===== config.mk =====
export PLATFORM = sky130hd
export DESIGN_NAME = rv32ie_fifo
export DESIGN_NICKNAME = d
export VERILOG_FILES = /design/src/sv/rv32i_instruction_execute_macros.svh /design/src/sv/rv32ie_pkg.sv /design/src/sv/rv32ie_fifo.sv
export SDC_FILE = /design/constraint.sdc
export NUM_CORES = 1
export LEC_CHECK = 0
export BUFFER_PORTS_ARGS = -buffer_cell sky130_fd_sc_hd__buf_2
export CAP_MARGIN = 20
export CORE_MARGIN = 3
export CORE_UTILIZATION = 30
export CTS_BUF_LIST = sky130_fd_sc_hd__clkbuf_4
export DETAILED_ROUTE_END_ITERATION = 7
export PLACE_DENSITY = 0.61
export SETUP_SLACK_MARGIN = 0.4
export SKIP_LAST_GASP = 1
export SYNTH_ARGS = -nofsm -noshare
export SYNTH_HDL_FRONTEND = slang
export SYNTH_SLANG_ARGS = --single-unit

===== constraint.sdc =====
create_clock -name aclk -period 14.9 [get_ports aclk]
set_input_delay 2.98 -clock aclk [delete_from_list [all_inputs] [get_ports aclk]]
set_output_delay 2.98 -clock aclk [all_outputs]
set_load 0.1 [all_outputs]

===== src/sv/rv32i_instruction_execute_macros.svh =====
// Assertion macros for the instruction executor.
`ifndef RV32I_INSTRUCTION_EXECUTE_MACROS_SVH
`define RV32I_INSTRUCTION_EXECUTE_MACROS_SVH
`ifndef SYNTHESIS
`define RV32IE_ASSERT_IMP(lbl, clk, rstn, ante, cons) \
    lbl: assert property (@(posedge clk) disable iff (!rstn) (ante) |-> (cons)) \
        else $error("rv32ie: implication violated");
`define RV32IE_ASSERT_NXT(lbl, clk, rstn, ante, cons) \
    lbl: assert property (@(posedge clk) disable iff (!rstn) (ante) |=> (cons)) \
        else $error("rv32ie: next-cycle check violated");
`else
`define RV32IE_ASSERT_IMP(lbl, clk, rstn, ante, cons)
`define RV32IE_ASSERT_NXT(lbl, clk, rstn, ante, cons)
`endif
`endif


===== src/sv/rv32ie_pkg.sv =====
package rv32ie_pkg;

    localparam int XLEN = 32;

    // status codes
    localparam logic [2:0] ST_OK         = 3'd0;
    localparam logic [2:0] ST_MISALIGNED = 3'd1;
    localparam logic [2:0] ST_ILLEGAL    = 3'd2;
    localparam logic [2:0] ST_EBREAK     = 3'd3;
    localparam logic [2:0] ST_ECALL      = 3'd4;
    localparam logic [2:0] ST_CSR        = 3'd5;

    // memory request kind and size
    localparam logic [1:0] MK_NONE  = 2'd0;
    localparam logic [1:0] MK_LOAD  = 2'd1;
    localparam logic [1:0] MK_STORE = 2'd2;
    localparam logic [1:0] SZ_BYTE  = 2'd0;
    localparam logic [1:0] SZ_HALF  = 2'd1;
    localparam logic [1:0] SZ_WORD  = 2'd2;

    // pending load extension kind
    localparam logic [1:0] LK_LBU = 2'd0;
    localparam logic [1:0] LK_LH  = 2'd1;
    localparam logic [1:0] LK_LHU = 2'd2;
    localparam logic [1:0] LK_LW  = 2'd3;

    // configuration register indexes
    localparam logic CFG_START_ADDRESS = 1'b0;
    localparam logic CFG_MULDIV_ENABLE = 1'b1;

    typedef enum logic [3:0] {
        OC_NONE, OC_ALU, OC_LUI, OC_AUIPC, OC_JAL, OC_JALR,
        OC_BRANCH, OC_LOAD, OC_STORE, OC_MULDIV
    } op_class_t;

    typedef enum logic [3:0] {
        ALU_ADD, ALU_SUB, ALU_SLL, ALU_SRL, ALU_SRA, ALU_SLTU, ALU_XOR, ALU_OR, ALU_AND
    } alu_op_t;

    typedef enum logic [1:0] {
        MD_MUL, MD_MULH, MD_DIV, MD_REM
    } md_op_t;

    typedef enum logic [2:0] {
        BK_IDLE, BK_READ, BK_MUL, BK_MULH, BK_DIV, BK_OUT
    } bk_state_t;

    typedef struct packed {
        logic        cmd;
        logic [31:0] insn_word;
        logic [31:0] load_word;
    } in_item_t;

    typedef struct packed {
        logic [31:0] next_pc;
        logic [1:0]  mem_kind;
        logic [31:0] mem_addr;
        logic [1:0]  mem_size;
        logic [31:0] store_data;
        logic        rd_written;
        logic [4:0]  rd_index;
        logic [31:0] rd_value;
        logic [2:0]  status;
    } out_item_t;

    // decoded item handed from front to back
    typedef struct packed {
        logic        cmd;
        op_class_t   cls;
        alu_op_t     alu;
        md_op_t      md;
        logic        use_imm;
        logic [31:0] imm;
        logic [4:0]  rd;
        logic [4:0]  rs1;
        logic [4:0]  rs2;
        logic [2:0]  f3;
        logic [2:0]  st;
        logic [1:0]  lkind;
        logic [1:0]  msize;
        logic [31:0] load_word;
    } fe_item_t;

    typedef struct packed {
        logic empty;
        logic full;
    } q_status_t;

endpackage


===== src/sv/rv32ie_fifo.sv =====
module rv32ie_fifo (
    input  logic                  aclk,
    input  logic                  aresetn,
    input  logic                  push,
    input  rv32ie_pkg::fe_item_t  push_data,
    input  logic                  pop,
    output rv32ie_pkg::fe_item_t  head,
    output rv32ie_pkg::q_status_t q_stat
);

    localparam int DEPTH = 2;
    localparam int PW    = $clog2(DEPTH);

    rv32ie_pkg::fe_item_t mem_reg [DEPTH];
    logic [PW-1:0] wr_ptr_reg, rd_ptr_reg;
    logic [PW:0]   cnt_reg;

    assign head         = mem_reg[rd_ptr_reg];
    assign q_stat.empty = (cnt_reg == '0);
    assign q_stat.full  = (cnt_reg == (PW+1)'(DEPTH));

    always_ff @(posedge aclk) begin
        if (push) mem_reg[wr_ptr_reg] <= push_data;
    end

    always_ff @(posedge aclk) begin
        if (!aresetn) begin
            wr_ptr_reg <= '0;
            rd_ptr_reg <= '0;
            cnt_reg    <= '0;
        end else begin
            if (push) wr_ptr_reg <= wr_ptr_reg + 1'b1;
            if (pop) rd_ptr_reg <= rd_ptr_reg + 1'b1;
            if (push && !pop) cnt_reg <= cnt_reg + 1'b1;
            else if (pop && !push) cnt_reg <= cnt_reg - 1'b1;
        end
    end

endmodule


==> summary.md <==
| Metric | Value |
|---|---|
| Outcome | `finished clean` |
| Critical-path top delay cell | `dfxtp_4` |
| Antenna violations before repair | `1` |
| Die Height | `between 150 and 200 um` |
| Slew Viols, Final | `0` |
| Multi-input logic area | `around 1300 sq um` |
| Max reg flops | `between 200 and 250` |
| Avg Inst Size Synth | `between 20 and 25 sq um` |
| Worst Hold Depth | `2` |
| GRT Total Usage | `about 11%` |
| WP data arrival | `~2.9 ns` |
| Share of cells above drive strength 1 | `between 60% and 70%` |
| Post-Route WL | `15.3 mm` |
| Ports | `around 210` |
| IO Port Bufs | `between 200 and 250` |
| Reg2reg start | `wr_ptr_reg$_SDFFE_PN0P_` |
| Rows | `57` |
| 1st-iter DRT viols | `approximately 140` |
| Post-synth top area cell | `edfxtp_1` |
| Slowest stage delay, CP | `between 0.7 and 0.8 ns` |
| Worst Path Max Fanout | `55` |
| # fillers | `~2300` |
| Sequential cell area | `about 6000 sq um` |
| Synth top area share | `between 80 and 90%` |
| FF+latch count, synth | `approximately 210` |
| First-pass GRT wire length | `between 20 and 25 mm` |
| Dpl ws | `9.60 ns` |
| Pwr dens | `~160 nW/um^2` |
| DPL Wire Length | `roughly 9.8 mm` |
| Post-Route Setup TNS | `0 ns` |
| Hold Vio Cnt, Final | `0` |
| CTS buffer count | `54` |
| FMAX | `approximately 0.17 GHz` |
| Most numerous cell in the Yosys netlist | `edfxtp_1` |
| Xor/xnor share of the synthesized area | `0.349%` |
| Maximum vdd ir drop | `just over 0.07 mV` |
| Largest family of logic cells by synthesized area | `multiplexers` |
| CP cell instances | `buf_4, mux2_2, buf_2` |
| Top cells by count, synth | `202 x edfxtp_1, 101 x mux2_2, 9 x buf_6, 5 x dfxtp_1, 4 x and2_1` |
| RePlAce Congestion | `0.737` |
| Final setup margin | `approximately 9.1 ns` |
| Cells after synthesis | `336` |
| Critical Path Sink Type | `output port` |
| Largest net degree at the start of global routing | `58` |
| Antenna Nets Post-Route | `0` |
| Remaining DRCs | `0` |
| Die Wd | `approximately 160 um` |
| Clock Path Buffers | `3` |
| Net count after synthesis | `about 440` |
| Top_reg_cell synth | `edfxtp_1` |
| Hold endpoint | `cnt_reg[1]$_SDFFE_PN0P_` |
| Vias in the first global route | `about 4600` |
| Worst hold start | `cnt_reg[1]$_SDFFE_PN0P_` |
| Ant diodes | `0` |
| Grt total ovfl | `0` |
| Worst hold path class | `reg -> reg` |
| Effective utilization at floorplan | `a little under a third` |
| Synth warn | `0` |
| Post-synthesis adder-cell area fraction | `0.166%` |
| Reg2reg setup slack | `12.70 ns` |
| Worst-Skew Late Latency | `approximately 0.63 ns` |
| Synth cell types | `18` |
| R2R Path End | `mem_reg[1][53]$_DFFE_PP_` |
| Final Total Pwr | `1.50 mW` |
| Static leakage power | `roughly 3.6 nW` |
| Worst slew pin tran | `a little over 0.8 ns` |
| Clock Tree Root | `clkbuf_4` |
| Clk_skew | `between 0.04 and 0.05 ns` |
| Number of gates resized after cts | `0` |
| Max cap viols | `0` |
| # Post-CTS Setup Buffers | `0` |
| Reg2reg path depth | `2` |
| TritonCTS Sinks | `between 200 and 250` |
| CP Class | `reg -> out` |
| Seq/Total Area, Yosys | `a little over 80%` |
| RSZ-0062 raised after global routing | `false` |
| Drt wl/cell | `between 15 and 20 um` |
| Critical path startpoint category | `register` |
| Final setup viols | `0` |
| Synth Area in Simple Gates | `0.747%` |
| Part of the cycle the worst path needs | `39.2%` |
| Mux share of post-synthesis cell area | `between 10% and 20%` |
| Fin crit period | `slightly below 6 ns` |
| Critical path required time | `approximately 12 ns` |
| Vias per std cell | `approximately 4.2` |
| Vias | `slightly above 4000` |
| Clock-pin slew on the worst setup and hold paths | `around 0.060 ns` |
| Compound-Gate Fraction of Synth Area | `less than 1%` |
| Post-Syn Area | `between 7000 and 8000 sq um` |
| Share of flip-flops with an asynchronous set or reset | `0%` |
| Slew margin rel. | `a little under half` |
| Number of detailed-route iterations in the first pass | `4` |
| Area growth syn-to-layout | `27.8%` |
| CTS Hold Bufs | `0` |
| Total Die Area | `approximately 27000 sq um` |
| Final #Nets | `698` |
| EDFF count, synth | `roughly 200` |
| H-tree Lvls | `2` |
| TritonCTS clock tree | `done` |
| Core area | `24500 sq um` |
| Synth area leaders | `edfxtp_1 80%, mux2_2 15%, buf_6 1.3%, dfxtp_1 1.3%, and2_1 0.33%` |
-- cell families after synthesis --
logic type | Yosys count
buffers and inverters | 12
AND/OR/NAND/NOR | 9
XOR/XNOR | 3
flip-flops | 207
multiplexers | 101
AO/OA/AOI/OAI | 3
adder cells (fa/ha/maj) | 1
-- area by class of cell --
cell class	instances	share of cell area [%]
clock inverter	37	2.44
clock buffer	65	5.07
tap	324	4.21
sequential	207	64.1
inverter	1	0.0390
timing repair buffer	211	11.1
multi-input combinational	117	13.1
-- how the worst max path moves through the flow --
| stage | to | cells past startpoint | slack (ns) |
|---|---|---|---|
| 2_1_floorplan | mem_reg[0][0]$_DFFE_PP_ | 1 | 6.92 |
| 3_3_place_gp | head[41] | 3 | 9.67 |
| 3_5_place_dp | head[41] | 3 | 9.60 |
| 4_1_cts | head[41] | 3 | 8.86 |
| 5_1_grt | head[41] | 3 | 8.77 |
| 6_report | head[41] | 3 | 9.06 |
-- report_power, final --
group / switching (mW) / leakage, nW / internal (mW)
clock: 0.227 / 0.422 / 0.265
combinational: 0.263 / 1.28 / 0.0602
sequential: 0.0117 / 1.94 / 0.673
total: 0.502 / 3.64 / 0.998
-- critical path, delay by kind of cell, from the launching register on --
family,cells,cell delay (ns)
muxes,1,0.32
DFF,1,0.75
buffers and inverters,2,1.15
-- metrics by stage --
stage / hold WS [ns] / instances / util (%) / area (sq um)
detailed placement: 0.515 / 860 / 36.3 / 8910
CTS: 0.526 / 962 / 39.3 / 9630
global route: 0.563 / 962 / 39.3 / 9630
global placement: 0.476 / 860 / 36.3 / 8910
finish: 0.520 / 962 / 39.3 / 9630
floorplan: 0.466 / 336 / - / 7540
-- placed cells by master, fill, tap and decap left out, types with 2 or more instances in the layout --
master     instances
buf_2            207
mux2_2           101
bufinv_16          3
clkinv_1          21
dfxtp_1            4
clkbuf_4          65
xor2_1             2
edfxtp_1         202
buf_4              4
and2_1             3
clkinv_2          11
-- metal layers --
| layer | part of all wire (%) | track usage [%] |
|---|---|---|
| met3 | 10 | 5.22 |
| met4 | 2.0 | 4.50 |
| met5 | 0.085 | 0 |
| met1 | 38 | 11.5 |
| met2 | 49 | 18.4 |
(Power assumes the default switching activity.)
