--- config.mk ---
export PLATFORM = sky130hd
export DESIGN_NAME = rv32ie_front
export DESIGN_NICKNAME = d
export VERILOG_FILES = /design/src/sv/rv32i_instruction_execute_macros.svh /design/src/sv/rv32ie_pkg.sv /design/src/sv/rv32ie_front.sv
export SDC_FILE = /design/constraint.sdc
export NUM_CORES = 1
export LEC_CHECK = 0
export ABC_CLOCK_PERIOD_IN_PS = 1700
export BUFFER_PORTS_ARGS = -buffer_cell sky130_fd_sc_hd__buf_2
export CORE_ASPECT_RATIO = 0.8
export CORE_UTILIZATION = 36
export DETAILED_ROUTE_END_ITERATION = 7
export PLACE_DENSITY = 0.82
export SLEW_MARGIN = 10
export SYNTH_ARGS = -nofsm -noshare
export SYNTH_HDL_FRONTEND = slang
export SYNTH_SLANG_ARGS = --single-unit
--- constraint.sdc ---
create_clock -name vclk -period 1.7
set_input_delay 0.17 -clock vclk [all_inputs]
set_output_delay 0.17 -clock vclk [all_outputs]
set_load 0.005 [all_outputs]
--- src/sv/rv32i_instruction_execute_macros.svh ---
// Assertion macros for the instruction executor.
`ifndef RV32I_INSTRUCTION_EXECUTE_MACROS_SVH
`define RV32I_INSTRUCTION_EXECUTE_MACROS_SVH
`ifndef SYNTHESIS
`define RV32IE_ASSERT_IMP(lbl, clk, rstn, ante, cons) \
    lbl: assert property (@(posedge clk) disable iff (!rstn) (ante) |-> (cons)) \
        else $error("rv32ie: implication violated");
`define RV32IE_ASSERT_NXT(lbl, clk, rstn, ante, cons) \
    lbl: assert property (@(posedge clk) disable iff (!rstn) (ante) |=> (cons)) \
        else $error("rv32ie: next-cycle check violated");
`else
`define RV32IE_ASSERT_IMP(lbl, clk, rstn, ante, cons)
`define RV32IE_ASSERT_NXT(lbl, clk, rstn, ante, cons)
`endif
`endif

--- src/sv/rv32ie_pkg.sv ---
package rv32ie_pkg;

    localparam int XLEN = 32;

    // status codes
    localparam logic [2:0] ST_OK         = 3'd0;
    localparam logic [2:0] ST_MISALIGNED = 3'd1;
    localparam logic [2:0] ST_ILLEGAL    = 3'd2;
    localparam logic [2:0] ST_EBREAK     = 3'd3;
    localparam logic [2:0] ST_ECALL      = 3'd4;
    localparam logic [2:0] ST_CSR        = 3'd5;

    // memory request kind and size
    localparam logic [1:0] MK_NONE  = 2'd0;
    localparam logic [1:0] MK_LOAD  = 2'd1;
    localparam logic [1:0] MK_STORE = 2'd2;
    localparam logic [1:0] SZ_BYTE  = 2'd0;
    localparam logic [1:0] SZ_HALF  = 2'd1;
    localparam logic [1:0] SZ_WORD  = 2'd2;

    // pending load extension kind
    localparam logic [1:0] LK_LBU = 2'd0;
    localparam logic [1:0] LK_LH  = 2'd1;
    localparam logic [1:0] LK_LHU = 2'd2;
    localparam logic [1:0] LK_LW  = 2'd3;

    // configuration register indexes
    localparam logic CFG_START_ADDRESS = 1'b0;
    localparam logic CFG_MULDIV_ENABLE = 1'b1;

    typedef enum logic [3:0] {
        OC_NONE, OC_ALU, OC_LUI, OC_AUIPC, OC_JAL, OC_JALR,
        OC_BRANCH, OC_LOAD, OC_STORE, OC_MULDIV
    } op_class_t;

    typedef enum logic [3:0] {
        ALU_ADD, ALU_SUB, ALU_SLL, ALU_SRL, ALU_SRA, ALU_SLTU, ALU_XOR, ALU_OR, ALU_AND
    } alu_op_t;

    typedef enum logic [1:0] {
        MD_MUL, MD_MULH, MD_DIV, MD_REM
    } md_op_t;

    typedef enum logic [2:0] {
        BK_IDLE, BK_READ, BK_MUL, BK_MULH, BK_DIV, BK_OUT
    } bk_state_t;

    typedef struct packed {
        logic        cmd;
        logic [31:0] insn_word;
        logic [31:0] load_word;
    } in_item_t;

    typedef struct packed {
        logic [31:0] next_pc;
        logic [1:0]  mem_kind;
        logic [31:0] mem_addr;
        logic [1:0]  mem_size;
        logic [31:0] store_data;
        logic        rd_written;
        logic [4:0]  rd_index;
        logic [31:0] rd_value;
        logic [2:0]  status;
    } out_item_t;

    // decoded item handed from front to back
    typedef struct packed {
        logic        cmd;
        op_class_t   cls;
        alu_op_t     alu;
        md_op_t      md;
        logic        use_imm;
        logic [31:0] imm;
        logic [4:0]  rd;
        logic [4:0]  rs1;
        logic [4:0]  rs2;
        logic [2:0]  f3;
        logic [2:0]  st;
        logic [1:0]  lkind;
        logic [1:0]  msize;
        logic [31:0] load_word;
    } fe_item_t;

    typedef struct packed {
        logic empty;
        logic full;
    } q_status_t;

endpackage

--- src/sv/rv32ie_front.sv ---
module rv32ie_front (
    input  logic                  s_valid,
    output logic                  s_ready,
    input  rv32ie_pkg::in_item_t  s_data,
    input  rv32ie_pkg::q_status_t q_stat,
    output logic                  push,
    output rv32ie_pkg::fe_item_t  push_data
);

    localparam logic [6:0] OPC_OP_IMM = 7'h13;
    localparam logic [6:0] OPC_OP     = 7'h33;
    localparam logic [6:0] OPC_LUI    = 7'h37;
    localparam logic [6:0] OPC_AUIPC  = 7'h17;
    localparam logic [6:0] OPC_JAL    = 7'h6F;
    localparam logic [6:0] OPC_JALR   = 7'h67;
    localparam logic [6:0] OPC_BRANCH = 7'h63;
    localparam logic [6:0] OPC_LOAD   = 7'h03;
    localparam logic [6:0] OPC_STORE  = 7'h23;
    localparam logic [6:0] OPC_FENCE  = 7'h0F;
    localparam logic [6:0] OPC_SYSTEM = 7'h73;

    logic [31:0] w;
    logic [6:0]  f7;
    logic [31:0] imm_i;

    assign s_ready = !q_stat.full;
    assign push    = s_valid && !q_stat.full;
    assign w       = s_data.insn_word;
    assign f7      = w[31:25];
    assign imm_i   = {{20{w[31]}}, w[31:20]};

    always_comb begin
        push_data           = '0;
        push_data.cmd       = s_data.cmd;
        push_data.load_word = s_data.load_word;
        push_data.rd        = w[11:7];
        push_data.rs1       = w[19:15];
        push_data.rs2       = w[24:20];
        push_data.f3        = w[14:12];
        push_data.cls       = rv32ie_pkg::OC_NONE;
        push_data.alu       = rv32ie_pkg::ALU_ADD;
        push_data.md        = rv32ie_pkg::MD_MUL;
        push_data.st        = rv32ie_pkg::ST_OK;
        case (w[6:0])
            OPC_OP_IMM: begin
                push_data.cls     = rv32ie_pkg::OC_ALU;
                push_data.use_imm = 1'b1;
                push_data.imm     = imm_i;
                case (w[14:12])
                    3'd0: push_data.alu = rv32ie_pkg::ALU_ADD;
                    3'd1: begin
                        if (f7 == 7'h00) push_data.alu = rv32ie_pkg::ALU_SLL;
                        else push_data.st = rv32ie_pkg::ST_ILLEGAL;
                    end
                    3'd3: push_data.alu = rv32ie_pkg::ALU_SLTU;
                    3'd4: push_data.alu = rv32ie_pkg::ALU_XOR;
                    3'd5: begin
                        if (f7 == 7'h00) push_data.alu = rv32ie_pkg::ALU_SRL;
                        else if (f7 == 7'h20) push_data.alu = rv32ie_pkg::ALU_SRA;
                        else push_data.st = rv32ie_pkg::ST_ILLEGAL;
                    end
                    3'd6: push_data.alu = rv32ie_pkg::ALU_OR;
                    3'd7: push_data.alu = rv32ie_pkg::ALU_AND;
                    default: push_data.st = rv32ie_pkg::ST_ILLEGAL;
                endcase
            end
            OPC_OP: begin
                push_data.cls = rv32ie_pkg::OC_ALU;
                if (f7 == 7'h00) begin
                    case (w[14:12])
                        3'd0: push_data.alu = rv32ie_pkg::ALU_ADD;
                        3'd1: push_data.alu = rv32ie_pkg::ALU_SLL;
                        3'd3: push_data.alu = rv32ie_pkg::ALU_SLTU;
                        3'd4: push_data.alu = rv32ie_pkg::ALU_XOR;
                        3'd6: push_data.alu = rv32ie_pkg::ALU_OR;
                        3'd7: push_data.alu = rv32ie_pkg::ALU_AND;
                        default: push_data.st = rv32ie_pkg::ST_ILLEGAL;
                    endcase
                end else if (f7 == 7'h20 && w[14:12] == 3'd0) begin
                    push_data.alu = rv32ie_pkg::ALU_SUB;
                end else if (f7 == 7'h01) begin
                    push_data.cls = rv32ie_pkg::OC_MULDIV;
                    case (w[14:12])
                        3'd0: push_data.md = rv32ie_pkg::MD_MUL;
                        3'd1: push_data.md = rv32ie_pkg::MD_MULH;
                        3'd4: push_data.md = rv32ie_pkg::MD_DIV;
                        3'd6: push_data.md = rv32ie_pkg::MD_REM;
                        default: push_data.st = rv32ie_pkg::ST_ILLEGAL;
                    endcase
                end else begin
                    push_data.st = rv32ie_pkg::ST_ILLEGAL;
                end
            end
            OPC_LUI: begin
                push_data.cls = rv32ie_pkg::OC_LUI;
                push_data.imm = {w[31:12], 12'b0};
            end
            OPC_AUIPC: begin
                push_data.cls = rv32ie_pkg::OC_AUIPC;
                push_data.imm = {w[31:12], 12'b0};
            end
            OPC_JAL: begin
                push_data.cls = rv32ie_pkg::OC_JAL;
                push_data.imm = {{11{w[31]}}, w[31], w[19:12], w[20], w[30:21], 1'b0};
            end
            OPC_JALR: begin
                push_data.cls = rv32ie_pkg::OC_JALR;
                push_data.imm = imm_i;
            end
            OPC_BRANCH: begin
                push_data.cls = rv32ie_pkg::OC_BRANCH;
                push_data.imm = {{19{w[31]}}, w[31], w[7], w[30:25], w[11:8], 1'b0};
                if (w[14:13] == 2'b01) push_data.st = rv32ie_pkg::ST_ILLEGAL;
            end
            OPC_LOAD: begin
                push_data.cls = rv32ie_pkg::OC_LOAD;
                push_data.imm = imm_i;
                case (w[14:12])
                    3'd4: begin
                        push_data.lkind = rv32ie_pkg::LK_LBU;
                        push_data.msize = rv32ie_pkg::SZ_BYTE;
                    end
                    3'd1: begin
                        push_data.lkind = rv32ie_pkg::LK_LH;
                        push_data.msize = rv32ie_pkg::SZ_HALF;
                    end
                    3'd5: begin
                        push_data.lkind = rv32ie_pkg::LK_LHU;
                        push_data.msize = rv32ie_pkg::SZ_HALF;
                    end
                    3'd2: begin
                        push_data.lkind = rv32ie_pkg::LK_LW;
                        push_data.msize = rv32ie_pkg::SZ_WORD;
                    end
                    default: push_data.st = rv32ie_pkg::ST_ILLEGAL;
                endcase
            end
            OPC_STORE: begin
                push_data.cls   = rv32ie_pkg::OC_STORE;
                push_data.imm   = {{20{w[31]}}, w[31:25], w[11:7]};
                push_data.msize = w[13:12];
                if (w[14] || w[13:12] == 2'b11) push_data.st = rv32ie_pkg::ST_ILLEGAL;
            end
            OPC_FENCE: begin
                if (w[14:13] != 2'b00) push_data.st = rv32ie_pkg::ST_ILLEGAL;
            end
            OPC_SYSTEM: begin
                if (w[14:12] == 3'd0) begin
                    if (w[31:20] == 12'd0) push_data.st = rv32ie_pkg::ST_ECALL;
                    else if (w[31:20] == 12'd1) push_data.st = rv32ie_pkg::ST_EBREAK;
                    else if (!(f7 == 7'h08 && w[24:20] == 5'h05))
                        push_data.st = rv32ie_pkg::ST_ILLEGAL;
                end else if (w[14:12] == 3'd4) begin
                    push_data.st = rv32ie_pkg::ST_ILLEGAL;
                end else begin
                    push_data.st = rv32ie_pkg::ST_CSR;
                end
            end
            default: push_data.st = rv32ie_pkg::ST_ILLEGAL;
        endcase
    end

endmodule

==> qor.txt, run 1 <==
RUN STATUS
-------------------------------------------------------------------------------------------------
Violated checks                                                                      negative setup slack
Result of the run                                                                    finished, violations left

YOSYS
-------------------------------------------------------------------------------------------------
Number of distinct library cell variants in the gate-level netlist after synthesis             53
Cell area after technology mapping                                                   0.00152 mm^2
Yosys warnings                                                                                  0
Mean instance size in the synthesized netlist                                           6.50 um^2
Net count of the mapped netlist                                                               301
Number of instances in the synthesized netlist                                                233
Share of synthesized area occupied by flip-flops and latches                                    0

DETAILED ROUTING
-------------------------------------------------------------------------------------------------
Wire length after detailed routing                                                        5600 um
Routed length per instance                                                                14.3 um
Total number of vias                                                                         2076
DRC violation count after routing                                                               0
Vias per cell                                                                                5.31
First-iteration detailed-routing DRC count                                                    115
Number of search-and-repair iterations in the first detailed-routing pass                       4
Post-DRT Antenna Nets                                                                           0

TIMING
-------------------------------------------------------------------------------------------------
Setup-failing EPs final                                                                         1
Worst-case hold slack                                                                      340 ps
Top achievable clock speed                                                              0.580 GHz
Time the worst path needs with I/O delays and setup                                       1720 ps
Least setup slack across all paths after layout                                          -23.9 ps
Tightest slew margin relative to the limit                                                  0.728
Unrepaired setup endpoints after global routing                                              true
Transition at the pin with the smallest max-transition slack                               397 ps
Max-slew violation total from the final report                                                  0
Hold violation count in the final report                                                        0
Total Negative Setup Slacks                                                              -23.9 ps
Final worst-path cycle share                                                                 1.01

FLOORPLAN
-------------------------------------------------------------------------------------------------
Top-Level Pins                                                                                171
Die width                                                                                 74.5 um
Die outline height                                                                        60.0 um
Core area                                                                            0.00390 mm^2
Die Outline Area                                                                     0.00447 mm^2
Initial Util                                                                                0.388
Number of placement rows                                                                       20

SETUP PATH
-------------------------------------------------------------------------------------------------
Cell with the largest stage delay on the worst path                                         or4_4
CP Launch Type                                                                       primary input
CP arrival                                                                                1550 ps
Critical Path End Type                                                                output port
Setup CP Type                                                                           in -> out
Top delay family on crit path                                                        simple AND/OR/NAND/NOR gates
Number of buffers and inverters on the critical path                                            2
Delay of the slowest cell on the worst path                                                540 ps
Cell-by-cell listing of the critical path                                            buf_2 > or4_4 > nor4_2 > nand3_1 > a32oi_1 > nand3_1 > buf_2
Worst-path maximum fanout                                                                       2
Worst EP required                                                                         1530 ps

PLACED DESIGN
-------------------------------------------------------------------------------------------------
Final GP Congestion                                                                         0.933
Total of buffers placed on input and output ports                                             104
Hpwl dp                                                                                   4500 um
Placed cells                                                                                  387

LAYOUT
-------------------------------------------------------------------------------------------------
Count of flip-flops and latches                                                                 0
Count of clock-net buffers in the final layout                                                  0
Storage cell area                                                                          0 um^2
Layout Nets                                                                                   406
Area delta synth->final                                                                     45.5%
Final std cells w/o fill                                                                      391
Number of diodes                                                                                0
Ratio of cells with drive above 1 in the final layout                                       0.580

POWER AND IR DROP
-------------------------------------------------------------------------------------------------
Cell area power density                                                               165 mW/mm^2
Largest vdd supply drop                                                                 0.0687 mV
Cell leakage power                                                                        1.31 nW

GRT
-------------------------------------------------------------------------------------------------
Number of global-route vias before repair                                                    1783
Initial antenna violation count                                                                 0
Total Routing Usage GR                                                                      0.239
Global-route wire length before repair                                                    8360 um
Maximum number of pins on one net before global-route repair                                   12
GR Overflow Total                                                                               0

MIN PATH
-------------------------------------------------------------------------------------------------
Path category of the worst min-delay check                                              in -> out

FLOW RUN
-------------------------------------------------------------------------------------------------
Max-cap violations                                                                              0

[cells in the mapped netlist, types with 2 or more instances]
| cell | count | area [um^2] |
|---|---|---|
| a21oi_1 | 13 | 65.1 |
| nor2b_1 | 3 | 18.8 |
| nand3_1 | 10 | 50.1 |
| o21ai_0 | 5 | 25.0 |
| nor3_1 | 12 | 60.1 |
| a31oi_1 | 2 | 12.5 |
| inv_1 | 5 | 18.8 |
| clkbuf_1 | 5 | 18.8 |
| a21o_2 | 10 | 87.6 |
| and3_1 | 5 | 31.3 |
| nor4_1 | 3 | 18.8 |
| o22ai_1 | 3 | 18.8 |
| a22o_1 | 5 | 43.8 |
| buf_2 | 5 | 25.0 |
| nand2_1 | 25 | 93.8 |
| and2b_1 | 6 | 45.0 |
| nand2b_1 | 3 | 18.8 |
| a2111oi_0 | 2 | 17.5 |
| or3_1 | 3 | 18.8 |
| buf_4 | 51 | 383 |
| o21a_1 | 2 | 15.0 |
| nor2_1 | 15 | 56.3 |
| buf_6 | 2 | 22.5 |
| a21o_1 | 9 | 67.6 |
[final timing paths]
path | startpoint | endpoint | depth (start not counted)
worst max-delay path | s_data[56] | push_data[37] | 7
worst min-delay path | s_data[19] | push_data[19] | 0
[layout by cell type, fill, tap and decap left out, types with 5 or more instances in the layout]
cell / n
and3_1: 5
a21o_1: 9
nand2_1: 25
and2b_1: 6
nor3_1: 12
nand3_1: 10
inv_1: 5
a21oi_1: 11
buf_6: 5
buf_4: 59
a22o_1: 5
buf_2: 102
a21o_2: 10
nor2_1: 13
o21ai_0: 5
[metrics by stage]
| step | worst slack (ps) | instance area (um^2) | total power, mW | util |
|---|---|---|---|---|
| 6_report | -23.9 | 2200 | 0.365 | 0.565 |
| 5_1_grt | -125 | 2200 | 0.398 | 0.565 |
| 3_5_place_dp | -89.8 | 2090 | 0.340 | 0.537 |
| 3_3_place_gp | -82.4 | 2090 | 0.338 | 0.537 |
| 4_1_cts | -39.3 | 2170 | 0.355 | 0.556 |
| 2_1_floorplan | 171 | 1520 | 0.224 | - |
[cell families after synthesis]
kind of cell    synth area share
xor+xnor                 0.00578
buf+inv                    0.314
simple gates               0.357
compound gates             0.324
[power breakdown]
| group | leakage (nW) | total [mW] | switching (mW) | internal (mW) |
|---|---|---|---|---|
| clock network | 0 | 0 | 0 | 0 |
| logic | 1.31 | 0.365 | 0.180 | 0.185 |
| registers | 0 | 0 | 0 | 0 |
| total | 1.31 | 0.365 | 0.180 | 0.185 |
[per-layer routing]
layer	vias up	track usage	routed length (um)
li1	999	-	-
met4	0	0.0296	28
met2	135	0.402	2550
met5	-	0	0
met1	936	0.337	2500
met3	6	0.0219	533
[area by class of cell]
cell class	count	area, um^2
fill	378	1700
multi-input combinational	164	1100
timing repair buffer	166	1010
tap	55	68.8
inverter	6	22.5
[repair_timing]
action                     4_1_cts  5_1_grt
resized for setup               11        8
hold buffers                     0        0
pin swaps                        2        6
buffers inserted                 2        1
gates cloned                     1        0
setup endpoints to repair       20       36
No activity file was read; power rests on OpenSTA's default activity.
==> run 2: changes to the inputs <==
- RECOVER_POWER: default -> 50
==> run 2 against run 1 <==
  * Worst hold slack did not move
  * Via count rose by 0.63%
  * Count of clock-buffer cells in the layout is the same
  * The run still ends with negative setup slack left
  * Highest routed layer unchanged
  * Core utilization fell by 0.32 points
  * Global-route usage unchanged
  * Critical endpoint unchanged
  * Total power fell by 0.83%
  * Combinational power about the same
  * Non-clock buffer count unchanged
  * Critical path depth unchanged
  * Worst setup slack got worse by 12 ps
  * Fmax is 0.67% lower
  * First-iteration DRC count is 1.7% higher
==> qor.txt, run 2 (synthesis results as in run 1) <==
RUN STATUS
----------------------------------------------------------------------------------------
Result of the run                                                           finished, violations left
Violated checks                                                             negative setup slack

PLACED DESIGN
----------------------------------------------------------------------------------------
Placement Cell Area                                                         0.00209 mm^2
Final GP Congestion                                                                0.933
Worst slack at placement                                                        -89.8 ps
Total of buffers placed on input and output ports                                    104
Hpwl dp                                                                          4500 um

GRT
----------------------------------------------------------------------------------------
Maximum number of pins on one net before global-route repair                          12
Total Routing Usage GR                                                             0.239
Initial antenna violation count                                                        0
GR Overflow Total                                                                      0
Number of global-route vias before repair                                           1783
Global-route wire length before repair                                           8360 um

FLOORPLAN
----------------------------------------------------------------------------------------
Die Outline Area                                                            0.00447 mm^2
Core area                                                                   0.00390 mm^2
Die width                                                                        74.5 um
Top-Level Pins                                                                       171
Initial Util                                                                       0.388
Number of placement rows                                                              20
Die outline height                                                               60.0 um

LAYOUT
----------------------------------------------------------------------------------------
Number of diodes                                                                       0
Count of flip-flops and latches                                                        0
Area of combinational cells with multiple inputs                            0.00110 mm^2
Count of clock-net buffers in the final layout                                         0
Leading cell type in the layout, fill and taps excluded                            buf_2
Ratio of cells with drive above 1 in the final layout                              0.551
Commonest non-fill, non-tap cells in the layout                             92 x buf_2, 59 x buf_4, 25 x nand2_1, 13 x nor2_1, 12 x nor3_1
Number of fill cells in the layout                                                   382
Layout Nets                                                                          406
Final Instance Area                                                         0.00219 mm^2
Area delta synth->final                                                            44.7%
Storage cell area                                                                 0 um^2

DETAILED ROUTING
----------------------------------------------------------------------------------------
Met1 Wirelength                                                                  2500 um
DRC violation count after routing                                                      0
Wire length after detailed routing                                               5600 um
Total number of vias                                                                2089
Post-DRT Antenna Nets                                                                  0
First-iteration detailed-routing DRC count                                           117
Vias per cell                                                                       5.34
Met2 wire len                                                                    2530 um
Number of search-and-repair iterations in the first detailed-routing pass              5
Routed wire length on met3                                                        514 um
Topmost layer with routed signal wires                                              met4
Routed length per instance                                                       14.3 um

TIMING
----------------------------------------------------------------------------------------
Setup-failing EPs final                                                                1
Final worst-path cycle share                                                        1.02
Least setup slack across all paths after layout                                 -35.5 ps
Time the worst path needs with I/O delays and setup                              1740 ps
Top achievable clock speed                                                     0.576 GHz
Transition at the pin with the smallest max-transition slack                      432 ps
Total Negative Setup Slacks                                                     -35.5 ps
Unrepaired setup endpoints after global routing                                     true
Hold violation count in the final report                                               0
Max-slew violation total from the final report                                         0
Tightest slew margin relative to the limit                                         0.704

SETUP PATH
----------------------------------------------------------------------------------------
Worst EP required                                                                1530 ps
Critical Path End Type                                                       output port
CP Launch Type                                                              primary input
CP arrival                                                                       1570 ps
Worst-path maximum fanout                                                              5
Setup CP Type                                                                  in -> out

MIN PATH
----------------------------------------------------------------------------------------
Path category of the worst min-delay check                                     in -> out
Hold path cells                                                                        0

FLOW RUN
----------------------------------------------------------------------------------------
Max-cap violations                                                                     0

POWER AND IR DROP
----------------------------------------------------------------------------------------
Cell area power density                                                      165 mW/mm^2
Largest vdd supply drop                                                        0.0688 mV
Cell leakage power                                                               1.29 nW

CLOCK NETWORK
----------------------------------------------------------------------------------------
Hold buffer count at CTS                                                               0

[run 2: cell count changes in the layout (fill, tap and decap cells not counted)]
cell      delta
buf_2       -10
clkbuf_1    +10
[run 2: layout make-up]
class | count | share of cell area
Inverter | 6 | 0.0103
Multi-Input combinational cell | 164 | 0.503
Tap cell | 55 | 0.0314
Timing Repair Buffer | 166 | 0.455
[run 2: stage by stage]
stage,utilization,cells,power [mW],hold WS [ps]
after floorplan,-,233,0.224,367
after global placement,0.537,387,0.338,340
after detailed placement,0.537,387,0.340,340
after CTS,0.556,390,0.355,340
after global routing,0.562,391,0.395,340
final,0.562,391,0.362,340
[run 2: path summary, 6_finish.rpt]
| kind | start | to | slack [ps] |
|---|---|---|---|
| worst min-delay path | s_data[19] | push_data[19] | 340 |
| worst max-delay path | s_data[34] | push_data[37] | -40 |
[run 2: routing by layer]
layer	GRT usage	up-vias
met4	0.0296	0
met2	0.402	156
met3	0.0219	10
met5	0	-
li1	-	999
met1	0.337	924
[run 2: where the power goes]
| part | internal (mW) | switching [mW] | total, mW |
|---|---|---|---|
| clock | 0 | 0 | 0 |
| sequential | 0 | 0 | 0 |
| combinational | 0.182 | 0.180 | 0.362 |
[run 2: what timing repair did]
item / in CTS / in global routing
gates resized for setup: 11 / 8
endpoints found under the setup margin: 20 / 36
pin swaps: 2 / 6
buffers inserted: 2 / 1
cloned: 1 / 0
[run 2: worst max-delay path, stage by stage]
cell and delay, ps:
buf_6 100, and4bb_2 320, and3_1 160, a2111oi_0 60
a2111oi_1 400, nand3_1 180, buf_2 160
